## src/hdl/eos_pkg.sv

```systemverilog
// Shared constants, types and helpers of the elevator order scheduler.
`default_nettype none
package eos_pkg;

  localparam int FLOORS  = 4;
  localparam int KINDS   = 3;
  localparam int QDEPTH  = FLOORS * KINDS;
  localparam int QIDX_W  = $clog2(QDEPTH);
  localparam int FLOOR_W = 2;
  localparam int KIND_W  = 2;

  localparam logic [1:0] FUNC_CLEAR = 2'd0;
  localparam logic [1:0] FUNC_POLL  = 2'd1;
  localparam logic [1:0] FUNC_STOP  = 2'd2;

  localparam logic [KIND_W-1:0] KIND_UP   = 2'd0;
  localparam logic [KIND_W-1:0] KIND_DOWN = 2'd1;
  localparam logic [KIND_W-1:0] KIND_CAB  = 2'd2;

  localparam logic signed [1:0] DIR_DOWN = -2'sd1;
  localparam logic signed [1:0] DIR_STOP = 2'sd0;
  localparam logic signed [1:0] DIR_UP   = 2'sd1;

  localparam logic signed [2:0] NO_FLOOR = -3'sd1;

  typedef enum logic [2:0] {
    ST_IDLE,
    ST_START,
    ST_INSERT,
    ST_DROP,
    ST_COMPACT,
    ST_CHOOSE,
    ST_FINISH
  } state_t;

  typedef struct packed {
    logic                vld;
    logic [KIND_W-1:0]   kind;
    logic [FLOOR_W-1:0]  flr;
  } order_t;

  typedef struct packed {
    logic                clear;
    logic                drop;
    logic                compact;
    logic                append;
    logic [KIND_W-1:0]   probe_kind;
    logic [FLOOR_W-1:0]  probe_flr;
    logic signed [2:0]   cur;
    logic signed [1:0]   dir;
  } cmd_t;

  function automatic logic at_floor(logic [FLOOR_W-1:0] flr, logic signed [2:0] cur);
    return !cur[2] && (cur[FLOOR_W-1:0] == flr);
  endfunction

endpackage
`default_nettype wire

```

## src/hdl/eos_cell.sv

```systemverilog
// One queue slot: holds an order, appends, drops and shifts toward the head.
`default_nettype none
module eos_cell (
  input  logic          clk,
  input  logic          rst_n,
  input  eos_pkg::cmd_t cmd,
  input  logic          prev_vld,
  input  logic          hole_in,
  input  eos_pkg::order_t next_ord,
  output eos_pkg::order_t ord,
  output logic          hole_out,
  output logic          dup,
  output logic          stop_hit
);
  import eos_pkg::*;

  logic               vld_r, vld_nxt;
  logic [KIND_W-1:0]  kind_r, kind_nxt;
  logic [FLOOR_W-1:0] flr_r, flr_nxt;
  logic               hit_cur;
  logic               hole_here;

  assign hit_cur   = vld_r && at_floor(flr_r, cmd.cur);
  assign hole_here = hole_in || !vld_r;
  assign hole_out  = hole_here;
  assign ord       = '{vld: vld_r, kind: kind_r, flr: flr_r};
  assign dup       = vld_r && (kind_r == cmd.probe_kind) && (flr_r == cmd.probe_flr);
  assign stop_hit  = hit_cur && ((kind_r == KIND_CAB) ||
                                 (kind_r == KIND_DOWN && cmd.dir == DIR_DOWN) ||
                                 (kind_r == KIND_UP && cmd.dir == DIR_UP));

  always_comb begin
    vld_nxt  = vld_r;
    kind_nxt = kind_r;
    flr_nxt  = flr_r;
    priority if (cmd.clear) begin
      vld_nxt = 1'b0;
    end else if (cmd.drop) begin
      if (hit_cur) vld_nxt = 1'b0;
    end else if (cmd.compact) begin
      if (hole_here) begin
        vld_nxt  = next_ord.vld;
        kind_nxt = next_ord.kind;
        flr_nxt  = next_ord.flr;
      end
    end else if (cmd.append) begin
      if (!vld_r && prev_vld) begin
        vld_nxt  = 1'b1;
        kind_nxt = cmd.probe_kind;
        flr_nxt  = cmd.probe_flr;
      end
    end
  end

  always_ff @(posedge clk) begin
    if (!rst_n) begin
      vld_r <= 1'b0;
    end else begin
      vld_r <= vld_nxt;
    end
    kind_r <= kind_nxt;
    flr_r  <= flr_nxt;
  end

endmodule
`default_nettype wire

```

## src/hdl/eos_chain.sv

```systemverilog
// Row of queue cells with neighbor links and the match reductions.
`default_nettype none
module eos_chain (
  input  logic                          clk,
  input  logic                          rst_n,
  input  eos_pkg::cmd_t                 cmd,
  output eos_pkg::order_t               head,
  output logic                          dup_any,
  output logic                          stop_any,
  output logic [eos_pkg::QDEPTH-1:0]    vld_vec
);
  import eos_pkg::*;

  order_t            ords  [QDEPTH];
  logic [QDEPTH-1:0] holes;
  logic [QDEPTH-1:0] dup_vec;
  logic [QDEPTH-1:0] stop_vec;

  for (genvar i = 0; i < QDEPTH; i++) begin : g_cell
    logic   prev_vld;
    logic   hole_in;
    order_t next_ord;

    if (i == 0) begin : g_first
      assign prev_vld = 1'b1;
      assign hole_in  = 1'b0;
    end else begin : g_mid
      assign prev_vld = ords[i-1].vld;
      assign hole_in  = holes[i-1];
    end

    if (i == QDEPTH - 1) begin : g_last
      assign next_ord = '0;
    end else begin : g_link
      assign next_ord = ords[i+1];
    end

    eos_cell u_cell (
      .clk      (clk),
      .rst_n    (rst_n),
      .cmd      (cmd),
      .prev_vld (prev_vld),
      .hole_in  (hole_in),
      .next_ord (next_ord),
      .ord      (ords[i]),
      .hole_out (holes[i]),
      .dup      (dup_vec[i]),
      .stop_hit (stop_vec[i])
    );

    assign vld_vec[i] = ords[i].vld;
  end

  assign head     = ords[0];
  assign dup_any  = |dup_vec;
  assign stop_any = |stop_vec;

endmodule
`default_nettype wire

```

## src/hdl/elevator_order_scheduler.sv

```systemverilog
// Top level of the elevator order scheduler: transaction sequencer and result register.
// A clear, stop or unused code passes through a start state and a finish state. A poll
// also walks the twelve button bits, one per cycle, through the queue cell row, and
// then picks the target. If the door was open it first drops the orders for the current
// floor and shifts the row to close the gaps before the target is picked. The finish
// state repeats while the output register holds a stalled result. in_stall is
// high while a transaction is in work; the next transaction can be taken from the cycle
// after the result is loaded, while that result still waits in the output register.
`default_nettype none
module elevator_order_scheduler (
  input  logic               clk,
  input  logic               rst_n,
  input  logic               in_valid,
  output logic               in_stall,
  input  logic [1:0]         in_func,
  input  logic [11:0]        in_button_bits,
  input  logic signed [2:0]  in_current_floor,
  output logic               out_valid,
  input  logic               out_stall,
  output logic signed [1:0]  out_motor_dir,
  output logic               out_stop_request,
  output logic               out_door_open,
  output logic signed [2:0]  out_target_floor
);
  import eos_pkg::*;

  state_t              state_r, state_nxt;
  logic [1:0]          func_r, func_nxt;
  logic [QDEPTH-1:0]   buttons_r, buttons_nxt;
  logic signed [2:0]   cur_r, cur_nxt;
  logic [QIDX_W-1:0]   cnt_r, cnt_nxt;
  logic [KIND_W-1:0]   kind_cnt_r, kind_cnt_nxt;
  logic [FLOOR_W-1:0]  flr_cnt_r, flr_cnt_nxt;
  logic signed [1:0]   dir_r, dir_nxt;
  logic signed [2:0]   goal_r, goal_nxt;
  logic                door_r, door_nxt;
  logic signed [1:0]   motor_r, motor_nxt;
  logic                out_valid_r, out_valid_nxt;
  logic signed [1:0]   out_motor_r, out_motor_nxt;
  logic                out_stop_r, out_stop_nxt;
  logic                out_door_r, out_door_nxt;
  logic signed [2:0]   out_target_r, out_target_nxt;

  cmd_t                cmd;
  order_t              head;
  logic                dup_any;
  logic                stop_any;
  logic [QDEPTH-1:0]   vld_vec;
  logic signed [2:0]   head_flr;

  eos_chain u_chain (
    .clk      (clk),
    .rst_n    (rst_n),
    .cmd      (cmd),
    .head     (head),
    .dup_any  (dup_any),
    .stop_any (stop_any),
    .vld_vec  (vld_vec)
  );

  assign head_flr = $signed({1'b0, head.flr});

  always_comb begin
    state_nxt      = state_r;
    func_nxt       = func_r;
    buttons_nxt    = buttons_r;
    cur_nxt        = cur_r;
    cnt_nxt        = cnt_r;
    kind_cnt_nxt   = kind_cnt_r;
    flr_cnt_nxt    = flr_cnt_r;
    dir_nxt        = dir_r;
    goal_nxt       = goal_r;
    door_nxt       = door_r;
    motor_nxt      = motor_r;
    out_motor_nxt  = out_motor_r;
    out_stop_nxt   = out_stop_r;
    out_door_nxt   = out_door_r;
    out_target_nxt = out_target_r;
    out_valid_nxt  = out_valid_r && out_stall;

    cmd            = '0;
    cmd.cur        = cur_r;
    cmd.dir        = dir_r;
    cmd.probe_kind = kind_cnt_r;
    cmd.probe_flr  = flr_cnt_r;

    unique case (state_r)
      ST_IDLE: begin
        if (in_valid) begin
          func_nxt    = in_func;
          buttons_nxt = in_button_bits;
          cur_nxt     = in_current_floor;
          state_nxt   = ST_START;
        end
      end
      ST_START: begin
        motor_nxt = DIR_STOP;
        state_nxt = ST_FINISH;
        unique case (func_r)
          FUNC_CLEAR: begin
            cmd.clear = 1'b1;
            dir_nxt   = DIR_STOP;
          end
          FUNC_POLL: begin
            cnt_nxt      = '0;
            kind_cnt_nxt = KIND_UP;
            flr_cnt_nxt  = '0;
            state_nxt    = ST_INSERT;
          end
          FUNC_STOP: begin
            if (cur_r == goal_r) dir_nxt = DIR_STOP;
            door_nxt = 1'b1;
          end
          default: ;
        endcase
      end
      ST_INSERT: begin
        cmd.append = buttons_r[cnt_r] && !at_floor(flr_cnt_r, cur_r) && !dup_any;
        cnt_nxt    = cnt_r + 1'b1;
        if (kind_cnt_r == KIND_CAB) begin
          kind_cnt_nxt = KIND_UP;
          flr_cnt_nxt  = flr_cnt_r + 1'b1;
        end else begin
          kind_cnt_nxt = kind_cnt_r + 1'b1;
        end
        if (cnt_r == QIDX_W'(QDEPTH - 1)) begin
          if (door_r) begin
            door_nxt  = 1'b0;
            state_nxt = ST_DROP;
          end else begin
            state_nxt = ST_CHOOSE;
          end
        end
      end
      ST_DROP: begin
        cmd.drop  = 1'b1;
        cnt_nxt   = '0;
        state_nxt = ST_COMPACT;
      end
      ST_COMPACT: begin
        cmd.compact = 1'b1;
        cnt_nxt     = cnt_r + 1'b1;
        if (cnt_r == QIDX_W'(QDEPTH - 1)) state_nxt = ST_CHOOSE;
      end
      ST_CHOOSE: begin
        motor_nxt = dir_r;
        if (dir_r == DIR_STOP && head.vld) begin
          goal_nxt = head_flr;
          priority if (head_flr > cur_r) begin
            dir_nxt = DIR_UP;
          end else if (head_flr < cur_r) begin
            dir_nxt = DIR_DOWN;
          end else begin
            dir_nxt = DIR_STOP;
          end
          motor_nxt = dir_nxt;
        end
        state_nxt = ST_FINISH;
      end
      ST_FINISH: begin
        if (!out_valid_r || !out_stall) begin
          out_valid_nxt  = 1'b1;
          out_motor_nxt  = motor_r;
          out_stop_nxt   = (goal_r == cur_r) || stop_any;
          out_door_nxt   = door_r;
          out_target_nxt = goal_r;
          state_nxt      = ST_IDLE;
        end
      end
      default: state_nxt = ST_IDLE;
    endcase
  end

  always_ff @(posedge clk) begin
    if (!rst_n) begin
      state_r     <= ST_IDLE;
      dir_r       <= DIR_STOP;
      goal_r      <= NO_FLOOR;
      door_r      <= 1'b0;
      out_valid_r <= 1'b0;
    end else begin
      state_r     <= state_nxt;
      dir_r       <= dir_nxt;
      goal_r      <= goal_nxt;
      door_r      <= door_nxt;
      out_valid_r <= out_valid_nxt;
    end
    func_r       <= func_nxt;
    buttons_r    <= buttons_nxt;
    cur_r        <= cur_nxt;
    cnt_r        <= cnt_nxt;
    kind_cnt_r   <= kind_cnt_nxt;
    flr_cnt_r    <= flr_cnt_nxt;
    motor_r      <= motor_nxt;
    out_motor_r  <= out_motor_nxt;
    out_stop_r   <= out_stop_nxt;
    out_door_r   <= out_door_nxt;
    out_target_r <= out_target_nxt;
  end

  assign in_stall         = (state_r != ST_IDLE);
  assign out_valid        = out_valid_r;
  assign out_motor_dir    = out_motor_r;
  assign out_stop_request = out_stop_r;
  assign out_door_open    = out_door_r;
  assign out_target_floor = out_target_r;

  // queue is a packed prefix whenever no transaction is in work
  a_packed: assert property (@(posedge clk) disable iff (!rst_n)
    (state_r == ST_IDLE) |-> ((vld_vec & QDEPTH'(vld_vec + 1'b1)) == '0))
    else $error("order queue not packed at idle");

  a_goal_hold: assert property (@(posedge clk) disable iff (!rst_n)
    (state_r != ST_CHOOSE) |=> $stable(goal_r))
    else $error("target changed outside target choice");

  a_door_served: assert property (@(posedge clk) disable iff (!rst_n)
    (state_r == ST_CHOOSE) |-> !door_r)
    else $error("door flag still set at target choice");

  a_result_loaded: assert property (@(posedge clk) disable iff (!rst_n)
    (state_r == ST_FINISH && !(out_valid_r && out_stall)) |=> (out_valid_r && state_r == ST_IDLE))
    else $error("finished transaction did not reach the output register");

endmodule
`default_nettype wire
```

## config.mk

```make
export PLATFORM = sky130hd
export DESIGN_NAME = elevator_order_scheduler
export DESIGN_NICKNAME = d
export VERILOG_FILES = /design/src/hdl/eos_pkg.sv /design/src/hdl/eos_cell.sv /design/src/hdl/eos_chain.sv /design/src/hdl/elevator_order_scheduler.sv
export SDC_FILE = /design/constraint.sdc
export NUM_CORES = 1
export LEC_CHECK = 0
export BUFFER_PORTS_ARGS = -buffer_cell sky130_fd_sc_hd__buf_4
export CELL_PAD_IN_SITES_DETAIL_PLACEMENT = 0
export CELL_PAD_IN_SITES_GLOBAL_PLACEMENT = 2
export CORE_MARGIN = 2
export CORE_UTILIZATION = 41
export DETAILED_ROUTE_END_ITERATION = 16
export PLACE_DENSITY = 0.77
export SETUP_SLACK_MARGIN = 0.2
export SYNTH_ARGS = -nofsm -noshare
export SYNTH_HDL_FRONTEND = slang
export SYNTH_SLANG_ARGS = --single-unit
```

## constraint.sdc

```tcl
create_clock -name clk -period 2.6 [get_ports clk]
set_input_delay 0.65 -clock clk [delete_from_list [all_inputs] [get_ports clk]]
set_output_delay 0.65 -clock clk [all_outputs]
set_load 0.005 [all_outputs]
```

==> metrics.cfg <==
[power]
peakVddDrop_v=0.000358
comb_power_share_pct=27.3
power_density_nw_per_um2=709
p_clk_share_pct=27.0
p_leak_nw=2.62
seqPwrFrac_pct=45.6
total_switching_power_mw=1.63
intPower_mw=3.43
sw_frac_of_total_pct=32.3

[cts]
ctsHoldBuffers=0
htree_levels=3
path_clk_slew_ns=0.08
insertion_delay_ns=0.36
cts-root-buf=clkbuf_16
cts_inserted_buffers=9
cts_buffer_depth=2
cts_sinks=104
cts_tree=built

[global_route]
grt_pass1_vias=4544
grt_pass1_wl_mm=25.8
grt_max_degree=40
antenna_found_initial=0
track_usage_pct=21.0
grt.overflow.total=0

[timing]
fin_worst_skew_ns=0.0121
drv_slew=0
setup_viol_count_final=0
relSlewSlack_pct=54.2
fmax_ghz=0.424
tightest_slew_ns=0.687
rsz0062_at_grt=yes
fin_setup_tns_ns=0
min_period_ns=2.36
fin_crit_sh_pct=90.8
final_hold_viol_count=0

[die]
row_count=44
die_w_um=127
die_area_um2=16100
start_util_pct=42.2
coreArea_um2=14600
die_y_um=127
num_io_pins=30

[layout]
drive_gt1_share_pct=19.6
syn_to_final_growth_pct=15.3
utilization_pct=48.7
num_antenna_cells=0
n_fill_cell=1367
layout_commonest_cell=edfxtp_1
design_area_um2=7130
final_nets=653
final_cell_mix=edfxtp_1 (82), buf_4 (66), nand2_1 (46), a21o_1 (46), xnor2_1 (43)

[yosys]
syn_avg_cell_area_um2=10.4
synth_flop_cell=edfxtp_1
syn_inst=593
synthTopCellsByArea=edfxtp_1 (40%), dfxtp_1 (7.1%), xnor2_1 (6.1%)
ys_types=70
synth_top_area_cell=edfxtp_1
ys_seq_area_share_pct=46.9
ys_ff_latch=104
ys_warn_count=0
synth_area_um2=6190
syn-num-nets=618
postSynth.asyncResetShare_pct=0
synth-edff-count=82
synth_top_cell_area_share_pct=39.8

[setup_path]
rr_worst_depth=10
r2r_start=kind_cnt_r[1]
reg2reg_to=u_chain.g_cell[9].u_cell.flr_r[1]
slowest_delay_ns=0.44
required_ns=2.67
worst-path-buf-inv=4
crit_arrival_ns=2.43
crit_type=flip-flop to flip-flop
critPathTopFamily=buffers and inverters
endpoint_kind=flip-flop
reg2reg_setup_slack_ns=0.24
startpoint_type=flip-flop
critPathSlowestCell=edfxtp_1
crit_chain=buf_12 > xnor2_1 > nand3_1 > o22ai_2 > nor4_4 > buf_4 > a41oi_4 > buf_12 > a311oi_2 > buf_4
crit_fanout=13

[placement]
placedInstanceArea_um2=6670
gp_congestion=0.906
port_buffers=29
dpl.hpwl_mm=12.0

[min_path]
holdPathStages=0
hp-start=motor_r[0]
hold_end=out_motor_dir[0]
min_path_type=flip-flop to flip-flop

[detailed_routing]
num_vias=4617
via_per_inst=5.65
drc=0
routed_wl_mm=16.4
postRouteAntennaNets=0
wl_per_cell_um=20.0
drtIter0Drc=292
drt_pass1_iterations=5

[job]
cap_viol_max_count=0

[run_status]
status=finished clean

[through the flow]
step | hold slack (ns) | worst slack, ns | instances | total power [mW]
finish | 0.426 | 0.239 | 817 | 5.06
global route | 0.453 | 0.140 | 817 | 5.33
CTS | 0.428 | 0.156 | 810 | 5.04
detailed placement | 0.408 | 0.135 | 794 | 3.65
global placement | 0.404 | 0.166 | 794 | 3.63
floorplan | 0.400 | 0.306 | 593 | 3.22
[timing repair]
action / 4_1_cts / 5_1_grt
buffers inserted: 0 / 7
pin swaps: 0 / 5
endpoints found under the setup margin: 24 / 44
resized for setup: 4 / 17
[power by group through the flow]
stage	clock [mW]	sequential (mW)	combinational, mW
2_1_floorplan	0	2.25	0.978
3_3_place_gp	0	2.35	1.28
3_5_place_dp	0	2.34	1.31
4_1_cts	1.41	2.31	1.32
5_1_grt	1.48	2.33	1.52
6_report	1.37	2.31	1.38
[synthesized netlist by cell type, types with 3 or more instances]
library cell,n
nand2_1,46
xnor2_1,43
nor2b_1,14
nand2b_1,11
or3_1,3
dfxtp_1,22
buf_2,11
inv_1,12
and2_1,5
xor2_1,33
a21boi_0,5
nand3_1,15
mux4_2,3
o22ai_1,7
nor2_1,30
or4_1,3
buf_6,5
a211oi_1,3
o21ai_0,31
mux2i_1,3
buf_12,3
nor3_1,11
nor4_1,5
a21o_1,46
a21oi_1,31
buf_1,5
nand4b_1,7
ha_1,4
o21ai_1,7
clkbuf_1,20
nand3b_1,13
edfxtp_1,82
buf_4,3
[cell type report]
cell class,count,area (um2),area share (%)
flip-flops and latches,104,2900,40.7
repair buffers,72,607,8.51
multi-input cells,429,3050,42.7
clock buffers,11,254,3.56
well taps,184,230,3.23
clock inverters,5,46.3,0.649
inverters,12,45.0,0.631
[layer usage]
layer	global-route usage [%]	share of wire, %
met3	3.92	4.0
met2	34.4	48
met5	0	0
met4	8.08	3.0
met1	27.7	45
[how the worst max path moves through the flow]
stage,start,endpoint,cells past startpoint
4_1_cts,flr_cnt_r[1],u_chain.g_cell[11].u_cell.kind_r[0],7
5_1_grt,kind_cnt_r[1],u_chain.g_cell[9].u_cell.flr_r[1],10
3_5_place_dp,flr_cnt_r[1],u_chain.g_cell[9].u_cell.kind_r[0],7
3_3_place_gp,kind_cnt_r[1],u_chain.g_cell[9].u_cell.kind_r[0],7
6_report,kind_cnt_r[1],u_chain.g_cell[9].u_cell.flr_r[1],10
2_1_floorplan,kind_cnt_r[1],u_chain.g_cell[9].u_cell.flr_r[0],8
[registers in the layout, indices dropped and copies added (netlist names), 4 cells and up]
name	flops
u_chain.g_cell.u_cell.flr_r	24
u_chain.g_cell.u_cell.kind_r	24
buttons_r	12
u_chain.g_cell.u_cell.vld_r	12
cnt_r	4
[kinds of logic (layout without fill, tap and decap cells)]
group / after synthesis / count (layout) / synth area share [%]
buffers and inverters: 60 / 100 / 5.46
AO/OA/AOI/OAI: 161 / 161 / 17.5
adder cells (fa/ha/maj): 4 / 4 / 0.809
multiplexers: 6 / 6 / 1.58
XOR/XNOR: 78 / 78 / 11.3
flip-flops: 104 / 104 / 46.9
AND/OR/NAND/NOR: 180 / 180 / 16.4
No activity file was read; power rests on OpenSTA's default activity.
